### config.mk
export PLATFORM = sky130hd
export DESIGN_NAME = internet_checksum_engine_top
export DESIGN_NICKNAME = d
export VERILOG_FILES = /design/src/rtl/core/ice_pkg.sv /design/src/rtl/core/ice_front.sv /design/src/rtl/core/ice_back.sv /design/src/rtl/core/internet_checksum_engine_top.sv
export SDC_FILE = /design/constraint.sdc
export NUM_CORES = 1
export LEC_CHECK = 0
export BUFFER_PORTS_ARGS = -buffer_cell sky130_fd_sc_hd__buf_2
export CORE_MARGIN = 4
export CORE_UTILIZATION = 56
export DETAILED_ROUTE_END_ITERATION = 6
export MAX_ROUTING_LAYER = met4
export PLACE_DENSITY = 0.82
export SETUP_SLACK_MARGIN = 0.15
export SYNTH_ARGS = -nofsm -noshare
export SYNTH_HDL_FRONTEND = slang
export SYNTH_SLANG_ARGS = --single-unit
### constraint.sdc
create_clock -name clk_i -period 12.2 [get_ports clk_i]
set_input_delay 0 -clock clk_i [delete_from_list [all_inputs] [get_ports clk_i]]
set_output_delay 0 -clock clk_i [all_outputs]
set_load 0.005 [all_outputs]
### src/rtl/core/ice_pkg.sv
// ----------------------------------------------------------------------------
// ice_pkg - shared types and helpers for the Internet checksum engine
// Holds the queue entry passed from front to back, queue depth defaults and
// the 16-bit end-around-carry add.
// ----------------------------------------------------------------------------
package ice_pkg;

  localparam int unsigned CmdDepthDef = 4;
  localparam int unsigned ResDepthDef = 2;

  localparam logic [15:0] SumMask = 16'hFFFF;

  // One classified word: partial sum already folded to 16 bits
  typedef struct packed {
    logic [15:0] part_sum;
    logic        first;
    logic        last;
  } cmd_t;

  // Ones'-complement add with end-around carry; never carries twice
  function automatic logic [15:0] ones_add(input logic [15:0] a, input logic [15:0] b);
    logic [16:0] s;
    s = {1'b0, a} + {1'b0, b};
    return s[15:0] + {15'd0, s[16]};
  endfunction

endpackage

### src/rtl/core/ice_front.sv
// ----------------------------------------------------------------------------
// ice_front - word classifier and command queue
// Masks an odd tail byte, adds the pseudoheader on a first word, folds the
// partial sum to 16 bits and queues it for the accumulator.
// ----------------------------------------------------------------------------
module ice_front import ice_pkg::*; #(
  parameter int unsigned CmdDepth = CmdDepthDef
) (
  input  logic        clk_i,
  input  logic        rst_ni,
  input  logic        push_i,
  output logic        full_o,
  input  logic [15:0] data_word_i,
  input  logic        odd_tail_i,
  input  logic        first_word_i,
  input  logic        last_word_i,
  input  logic        with_pseudo_i,
  input  logic [31:0] source_address_i,
  input  logic [31:0] destination_address_i,
  input  logic [7:0]  protocol_i,
  input  logic [15:0] segment_length_i,
  output logic        cmd_valid_o,
  input  logic        cmd_ready_i,
  output cmd_t        cmd_o
);

  localparam int unsigned PtrW = $clog2(CmdDepth);
  localparam int unsigned CntW = $clog2(CmdDepth + 1);
  localparam logic [PtrW-1:0] LastPtr = PtrW'(CmdDepth - 1);
  localparam logic [CntW-1:0] FullCnt = CntW'(CmdDepth);

  logic [15:0]     word_m;
  logic            add_ph;
  logic [18:0]     raw_sum;
  logic [16:0]     fold1;
  logic [15:0]     fold2;
  cmd_t            entry;

  cmd_t            mem_q [CmdDepth];
  logic [PtrW-1:0] wr_ptr_q, wr_ptr_d;
  logic [PtrW-1:0] rd_ptr_q, rd_ptr_d;
  logic [CntW-1:0] cnt_q, cnt_d;
  logic            push_fire, pop_fire;

  // Classify: tail mask, pseudoheader terms, two-step fold
  always_comb begin
    word_m  = odd_tail_i ? {data_word_i[15:8], 8'h00} : data_word_i;
    add_ph  = first_word_i & with_pseudo_i;
    raw_sum = {3'd0, word_m};
    if (add_ph) begin
      raw_sum = raw_sum
              + {3'd0, source_address_i[31:16]} + {3'd0, source_address_i[15:0]}
              + {3'd0, destination_address_i[31:16]}
              + {3'd0, destination_address_i[15:0]}
              + {11'd0, protocol_i} + {3'd0, segment_length_i};
    end
    fold1 = {1'b0, raw_sum[15:0]} + {14'd0, raw_sum[18:16]};
    fold2 = fold1[15:0] + {15'd0, fold1[16]};
    entry.part_sum = fold2 & SumMask;
    entry.first    = first_word_i;
    entry.last     = last_word_i;
  end

  // Queue control
  assign full_o      = (cnt_q == FullCnt);
  assign cmd_valid_o = (cnt_q != '0);
  assign cmd_o       = mem_q[rd_ptr_q];
  assign push_fire   = push_i & ~full_o;
  assign pop_fire    = cmd_valid_o & cmd_ready_i;

  always_comb begin
    wr_ptr_d = wr_ptr_q;
    rd_ptr_d = rd_ptr_q;
    cnt_d    = cnt_q;
    if (push_fire) begin
      wr_ptr_d = (wr_ptr_q == LastPtr) ? '0 : wr_ptr_q + 1'b1;
    end
    if (pop_fire) begin
      rd_ptr_d = (rd_ptr_q == LastPtr) ? '0 : rd_ptr_q + 1'b1;
    end
    if (push_fire && !pop_fire) begin
      cnt_d = cnt_q + 1'b1;
    end else if (!push_fire && pop_fire) begin
      cnt_d = cnt_q - 1'b1;
    end
  end

  always_ff @(posedge clk_i or negedge rst_ni) begin
    if (!rst_ni) begin
      wr_ptr_q <= '0;
      rd_ptr_q <= '0;
      cnt_q    <= '0;
    end else begin
      wr_ptr_q <= wr_ptr_d;
      rd_ptr_q <= rd_ptr_d;
      cnt_q    <= cnt_d;
    end
  end

  // Entry storage, no reset
  always_ff @(posedge clk_i) begin
    if (push_fire) begin
      mem_q[wr_ptr_q] <= entry;
    end
  end

  // Checks
  a_cnt_bound: assert property (@(posedge clk_i) disable iff (!rst_ni)
    cnt_q <= FullCnt) else $error("command queue count overflow");
  a_cnt_up: assert property (@(posedge clk_i) disable iff (!rst_ni)
    push_fire && !pop_fire |=> cnt_q == $past(cnt_q) + 1'b1)
    else $error("command queue lost a beat");
  a_hold: assert property (@(posedge clk_i) disable iff (!rst_ni)
    cmd_valid_o && !cmd_ready_i |=> cmd_valid_o && $stable(cmd_o))
    else $error("stalled command changed");

endmodule

### src/rtl/core/ice_back.sv
// ----------------------------------------------------------------------------
// ice_back - running sum accumulator and result queue
// Adds each queued partial sum into the running sum with end-around carry
// and queues the complemented sum on a last word.
// ----------------------------------------------------------------------------
module ice_back import ice_pkg::*; #(
  parameter int unsigned ResDepth = ResDepthDef
) (
  input  logic        clk_i,
  input  logic        rst_ni,
  input  logic        cmd_valid_i,
  output logic        cmd_ready_o,
  input  cmd_t        cmd_i,
  output logic        empty_o,
  input  logic        pop_i,
  output logic [15:0] checksum_o
);

  localparam int unsigned PtrW = $clog2(ResDepth);
  localparam int unsigned CntW = $clog2(ResDepth + 1);
  localparam logic [PtrW-1:0] LastPtr = PtrW'(ResDepth - 1);
  localparam logic [CntW-1:0] FullCnt = CntW'(ResDepth);

  logic [15:0]     sum_q, sum_d;
  logic [15:0]     base;
  logic            cmd_fire, res_push, res_pop, res_full;

  logic [15:0]     res_mem_q [ResDepth];
  logic [PtrW-1:0] wr_ptr_q, wr_ptr_d;
  logic [PtrW-1:0] rd_ptr_q, rd_ptr_d;
  logic [CntW-1:0] cnt_q, cnt_d;

  // Handshake: a last word needs room in the result queue
  assign res_full    = (cnt_q == FullCnt);
  assign empty_o     = (cnt_q == '0);
  assign res_pop     = pop_i & ~empty_o;
  assign cmd_ready_o = ~cmd_i.last | ~res_full | pop_i;
  assign cmd_fire    = cmd_valid_i & cmd_ready_o;
  assign res_push    = cmd_fire & cmd_i.last;
  assign checksum_o  = res_mem_q[rd_ptr_q];

  // Accumulate
  assign base  = cmd_i.first ? 16'd0 : sum_q;
  assign sum_d = cmd_fire ? ones_add(base, cmd_i.part_sum) : sum_q;

  // Result queue control
  always_comb begin
    wr_ptr_d = wr_ptr_q;
    rd_ptr_d = rd_ptr_q;
    cnt_d    = cnt_q;
    if (res_push) begin
      wr_ptr_d = (wr_ptr_q == LastPtr) ? '0 : wr_ptr_q + 1'b1;
    end
    if (res_pop) begin
      rd_ptr_d = (rd_ptr_q == LastPtr) ? '0 : rd_ptr_q + 1'b1;
    end
    if (res_push && !res_pop) begin
      cnt_d = cnt_q + 1'b1;
    end else if (!res_push && res_pop) begin
      cnt_d = cnt_q - 1'b1;
    end
  end

  always_ff @(posedge clk_i or negedge rst_ni) begin
    if (!rst_ni) begin
      sum_q    <= '0;
      wr_ptr_q <= '0;
      rd_ptr_q <= '0;
      cnt_q    <= '0;
    end else begin
      sum_q    <= sum_d;
      wr_ptr_q <= wr_ptr_d;
      rd_ptr_q <= rd_ptr_d;
      cnt_q    <= cnt_d;
    end
  end

  // Result storage, no reset
  always_ff @(posedge clk_i) begin
    if (res_push) begin
      res_mem_q[wr_ptr_q] <= ~sum_d;
    end
  end

  // Checks
  a_res_bound: assert property (@(posedge clk_i) disable iff (!rst_ni)
    cnt_q <= FullCnt) else $error("result queue overflow");
  a_no_spurious: assert property (@(posedge clk_i) disable iff (!rst_ni)
    cmd_fire && !cmd_i.last && !res_pop |=> cnt_q == $past(cnt_q))
    else $error("result queued for a non-last word");
  a_first_load: assert property (@(posedge clk_i) disable iff (!rst_ni)
    cmd_fire && cmd_i.first |=> sum_q == $past(cmd_i.part_sum))
    else $error("first word did not restart the sum");

endmodule

### src/rtl/core/internet_checksum_engine_top.sv
// ----------------------------------------------------------------------------
// internet_checksum_engine_top - RFC 1071 checksum with optional pseudoheader
//
//   channel  | handshake      | beat
//   ---------+----------------+---------------------------------------------
//   input    | push_i, full_o | data word, flags, pseudoheader fields
//   result   | pop_i, empty_o | checksum_o
//
// One word per cycle sustained while full_o stays low. A word is written into
// the command queue and is added into the running sum when the back part takes
// it; on a last word the complemented sum enters the result queue on that same
// edge. The single 16-bit end-around-carry add in the back part sets the rate.
// Reset clears the running sum and both queues. Result stalls back up through
// the result queue (ResDepth) and the command queue (CmdDepth) before full_o.
// ----------------------------------------------------------------------------
module internet_checksum_engine_top import ice_pkg::*; #(
  parameter int unsigned CmdDepth = CmdDepthDef,
  parameter int unsigned ResDepth = ResDepthDef
) (
  input  logic        clk_i,
  input  logic        rst_ni,
  input  logic        push_i,
  output logic        full_o,
  input  logic [15:0] data_word_i,
  input  logic        odd_tail_i,
  input  logic        first_word_i,
  input  logic        last_word_i,
  input  logic        with_pseudo_i,
  input  logic [31:0] source_address_i,
  input  logic [31:0] destination_address_i,
  input  logic [7:0]  protocol_i,
  input  logic [15:0] segment_length_i,
  output logic        empty_o,
  input  logic        pop_i,
  output logic [15:0] checksum_o
);

  logic cmd_valid;
  logic cmd_ready;
  cmd_t cmd;

  // Front: classify and queue
  ice_front #(
    .CmdDepth(CmdDepth)
  ) u_front (
    .clk_i                (clk_i),
    .rst_ni               (rst_ni),
    .push_i               (push_i),
    .full_o               (full_o),
    .data_word_i          (data_word_i),
    .odd_tail_i           (odd_tail_i),
    .first_word_i         (first_word_i),
    .last_word_i          (last_word_i),
    .with_pseudo_i        (with_pseudo_i),
    .source_address_i     (source_address_i),
    .destination_address_i(destination_address_i),
    .protocol_i           (protocol_i),
    .segment_length_i     (segment_length_i),
    .cmd_valid_o          (cmd_valid),
    .cmd_ready_i          (cmd_ready),
    .cmd_o                (cmd)
  );

  // Back: accumulate and deliver
  ice_back #(
    .ResDepth(ResDepth)
  ) u_back (
    .clk_i      (clk_i),
    .rst_ni     (rst_ni),
    .cmd_valid_i(cmd_valid),
    .cmd_ready_o(cmd_ready),
    .cmd_i      (cmd),
    .empty_o    (empty_o),
    .pop_i      (pop_i),
    .checksum_o (checksum_o)
  );

endmodule

==> impl_metrics.csv <==
group,metric,value,unit
hold_path,timing.hold.worst_path_depth,3,
logic_synthesis,post_synth_arst_share,0.206,
route,routed_wl,21.0,mm
timing,slew_headroom,0.395,
finish,fin_area,0.0119,mm²
place,place_inst,1289,
clocking,cts_setup_buffers,0,
route,postRouteAntennaNets,0,
power,peakVddDrop,155,µV
clocking,cts.hold.buffers_added,4,
clocking,tritoncts_clock_tree,"done",
route,drc,0,
logic_synthesis,ys_seq_area_frac,0.367,
finish,synthToLayoutAreaGrowth,14.7,%
hold_path,worstHoldPathType,"in2reg",
clocking,clkLatencyLatePin,0.42,ns
finish,final_cell_mix,"sky130_fd_sc_hd__inv_1 (137), sky130_fd_sc_hd__buf_2 (129), sky130_fd_sc_hd__edfxtp_1 (104), sky130_fd_sc_hd__ha_1 (66), sky130_fd_sc_hd__fa_1 (60)",
logic_synthesis,number_of_flops_mapped_to_enable_cells_by_yosys,104,
logic_synthesis,synth_warnings,0,
critical_path,largest_delay_contributor_family_on_the_critical_path,"compound AO/OA/AOI/OAI gates",
clocking,clockBufferDepth,2,
hold_path,worstHoldEndpoint,"u_front.wr_ptr_q[1]",
place,preCtsSetupSlack,1.91,ns
floorplan,fp.dieH,144,µm
critical_path,critical_path.n_buffers_inverters,3,
clocking,cts_htree_levels,4,
timing,max_freq,0.100,GHz
clocking,cts_buffers,17,
finish,mostFrequentLayoutCell,"sky130_fd_sc_hd__inv_1",
outcome,outcome,"complete, no violations",
global_routing,number_of_global_route_vias_before_repair,7619,
floorplan,placeableCoreArea,0.0181,mm²
place,place.gp.congestion,0.961,
power,power.clock.fraction,0.134,
route,drt_first_pass_iters,5,
clocking,clock-sinks,131,
timing,finalSetupViolations,0,
power,power.combinational.fraction,0.631,
finish,num-nets-final,1321,
finish,fillCellCount,1374,
power,seq_power_share,0.235,
place,placed_cell_area,0.0112,mm²
floorplan,num_rows,49,
timing,setup-tns-final,0,ns
critical_path,worst_setup_path_start_kind,"primary input",
timing,hold_viol_final,0,
global_routing,track_usage,0.220,
finish,fraction_of_layout_cells_with_a_size_suffix_above_1,0.206,
clocking,clk_pin_slew,0.05,ns
power,p_leak,5.19,nW
logic_synthesis,mappedNetlistArea,0.0103,mm²
logic_synthesis,syn_avg_cell_area,10.9,µm²
route,routed_wire_length_per_instance,15.8,µm
floorplan,die_w,144,µm
global_routing,antenna_found_initial,0,
place,dpl.hpwl,16.5,mm
timing,period_minus_slack,9.97,ns
critical_path,cpPeakStageDelay,0.56,ns
timing,slew_viol_final,0,
logic_synthesis,synth_ff_type,"sky130_fd_sc_hd__edfxtp_1",
logic_synthesis,synth_cells,948,
timing,grt_setup_unrepaired,"no",
critical_path,crit_path_end_kind,"flop",
global_routing,global_route_wire_length_before_repair,35.4,mm
logic_synthesis,synth.ff_latch_count,131,
power,p_total,3.74,mW
clocking,clk_root_buffer_cell,"sky130_fd_sc_hd__clkbuf_16",
critical_path,cp.arrival,10.09,ns
critical_path,reg2reg_depth,21,
logic_synthesis,synth_fp_nets,1186,
power,swShare,0.438,
timing,clock-skew-final,0.00819,ns
critical_path,crit_fanout,15,
route,routed_via_density,5.53,
global_routing,grt_start_max_net_pins,31,
place,port_buffer_count,129,
finish,num_antenna_cells,0,
route,num_vias,7330,
run,maximum_capacitance_violations,0,
critical_path,slowest_stage,"sky130_fd_sc_hd__fa_1",
timing,fin_ws,2.23,ns
critical_path,setup.worst_path.class,"in2reg",
timing,worst_pin_slew,0.908,ns
critical_path,ff2ff_setup_slack,6.52,ns
critical_path,timing.rr.start,"u_front.rd_ptr_q[0]",
finish,fin_cells,1325,
floorplan,die_area,0.0207,mm²
floorplan,start_util,0.572,
timing,timing.final.crit_share,0.817,
logic_synthesis,synth.lib_cells_used.distinct,76,
hold_path,hp-start,"push_i",
power,powerDensity,316,mW/mm²
critical_path,critPathRequiredTime,12.32,ns
power,p_int,2.10,mW
clocking,cts-resized-gates,0,
power,power_switching,1.64,mW
route,dr.first_iter.drc_count,383,
floorplan,ios,130,
critical_path,worstReg2RegEnd,"u_back.res_mem_q[1][12]",
global_routing,grt_remaining_overflow,0,
==> cells by family after synthesis <==
kind of cell	after synthesis	synth area share
adders and majority gates	128	0.198
AOI/OAI and AO/OA	183	0.128
buffers and inverters	159	0.0587
muxes	44	0.0683
xor gates and xnor gates	78	0.0661
and+or+nand+nor	225	0.114
DFF	131	0.367
==> final cells by class <==
type	count	area [µm²]	area share
clock buffer	18	429	0.0362
inverter	137	514	0.0434
timing repair buffer	138	723	0.0610
multi-input combinational	658	5940	0.501
sequential	131	3800	0.320
tap	229	287	0.0242
clock inverter	14	163	0.0137
==> per-stage QoR <==
stage               hold slack (ns)  utilization
floorplan                    -0.296            -
global placement             0.0605        0.620
detailed placement           0.0601        0.620
CTS                          0.0817        0.655
global route                 0.0860        0.655
finish                       0.0991        0.655
==> flip-flops by register name, indices dropped and copies added, names as in the netlist <==
signal / cells
u_back.res_mem_q: 32
u_front.cnt_q: 3
u_back.sum_q: 16
u_front.mem_q: 72
u_back.cnt_q: 2
u_front.wr_ptr_q: 2
u_back.rd_ptr_q: 1
u_front.rd_ptr_q: 2
u_back.wr_ptr_q: 1
==> power by group through the flow <==
stage / combinational [mW] / clock [mW] / sequential [mW]
floorplan: 1.84 / 0 / 0.854
global placement: 2.26 / 0 / 0.875
global route: 2.65 / 0.528 / 0.898
finish: 2.36 / 0.500 / 0.880
CTS: 2.36 / 0.506 / 0.881
detailed placement: 2.33 / 0 / 0.887
==> worst min-delay path, stage by stage <==
cell and delay [ns]:
sky130_fd_sc_hd__buf_2 0.10, sky130_fd_sc_hd__nor2b_1 0.21, sky130_fd_sc_hd__o21ai_0 0.16
==> cells in the mapped netlist (3+ instances only) <==
cell type	count	share of area
sky130_fd_sc_hd__buf_1	3	0.0011
sky130_fd_sc_hd__and3_1	7	0.0042
sky130_fd_sc_hd__nor4_1	5	0.0030
sky130_fd_sc_hd__mux2_2	19	0.021
sky130_fd_sc_hd__mux2i_1	5	0.0048
sky130_fd_sc_hd__a221oi_1	5	0.0042
sky130_fd_sc_hd__clkbuf_1	15	0.0054
sky130_fd_sc_hd__o211ai_1	7	0.0051
sky130_fd_sc_hd__o21ai_0	32	0.015
sky130_fd_sc_hd__o22ai_1	4	0.0024
sky130_fd_sc_hd__o31a_1	4	0.0034
sky130_fd_sc_hd__a31o_2	3	0.0025
sky130_fd_sc_hd__a31oi_1	6	0.0036
sky130_fd_sc_hd__a211oi_1	6	0.0044
sky130_fd_sc_hd__or2_2	3	0.0018
sky130_fd_sc_hd__nand2b_1	8	0.0048
sky130_fd_sc_hd__nand3_1	13	0.0063
sky130_fd_sc_hd__fa_1	60	0.12
sky130_fd_sc_hd__nand2_1	58	0.021
sky130_fd_sc_hd__and2_1	14	0.0085
sky130_fd_sc_hd__o21a_1	12	0.0087
sky130_fd_sc_hd__dfrtp_1	27	0.065
sky130_fd_sc_hd__nand4_1	5	0.0030
sky130_fd_sc_hd__xnor2_1	40	0.034
sky130_fd_sc_hd__a21oi_1	33	0.016
sky130_fd_sc_hd__o21bai_1	8	0.0058
sky130_fd_sc_hd__nand3b_1	5	0.0036
sky130_fd_sc_hd__o31ai_1	7	0.0051
sky130_fd_sc_hd__edfxtp_1	104	0.30
sky130_fd_sc_hd__a211oi_2	3	0.0036
sky130_fd_sc_hd__mux4_2	18	0.039
sky130_fd_sc_hd__nor3_1	10	0.0048
sky130_fd_sc_hd__a21o_1	21	0.015
sky130_fd_sc_hd__or3_1	7	0.0042
sky130_fd_sc_hd__nor3b_1	3	0.0022
sky130_fd_sc_hd__xor2_1	38	0.032
sky130_fd_sc_hd__nor2_1	48	0.017
sky130_fd_sc_hd__inv_1	137	0.050
sky130_fd_sc_hd__o21ai_1	3	0.0015
sky130_fd_sc_hd__ha_1	66	0.080
sky130_fd_sc_hd__nor2b_1	29	0.018
==> layer usage <==
metal  vias up  global-route usage  part of all wire
met5         -                   -                 0
met4         0              0.0714             0.027
met3        48              0.0333             0.037
met2       173               0.394              0.52
met1      3498               0.253              0.41
li1       3611                   -                 -
==> how the worst max path moves through the flow <==
| stage | start | end | depth (start not counted) |
|---|---|---|---|
| final | odd_tail_i | u_front.mem_q[3][14] | 42 |
| after CTS | odd_tail_i | u_front.mem_q[0][14] | 42 |
| after detailed placement | odd_tail_i | u_front.mem_q[0][14] | 42 |
| after global placement | odd_tail_i | u_front.mem_q[2][14] | 42 |
| after global routing | odd_tail_i | u_front.mem_q[0][17] | 40 |
| after floorplan | odd_tail_i | u_front.mem_q[0][14] | 43 |
Power figures use the tool's default switching activity.
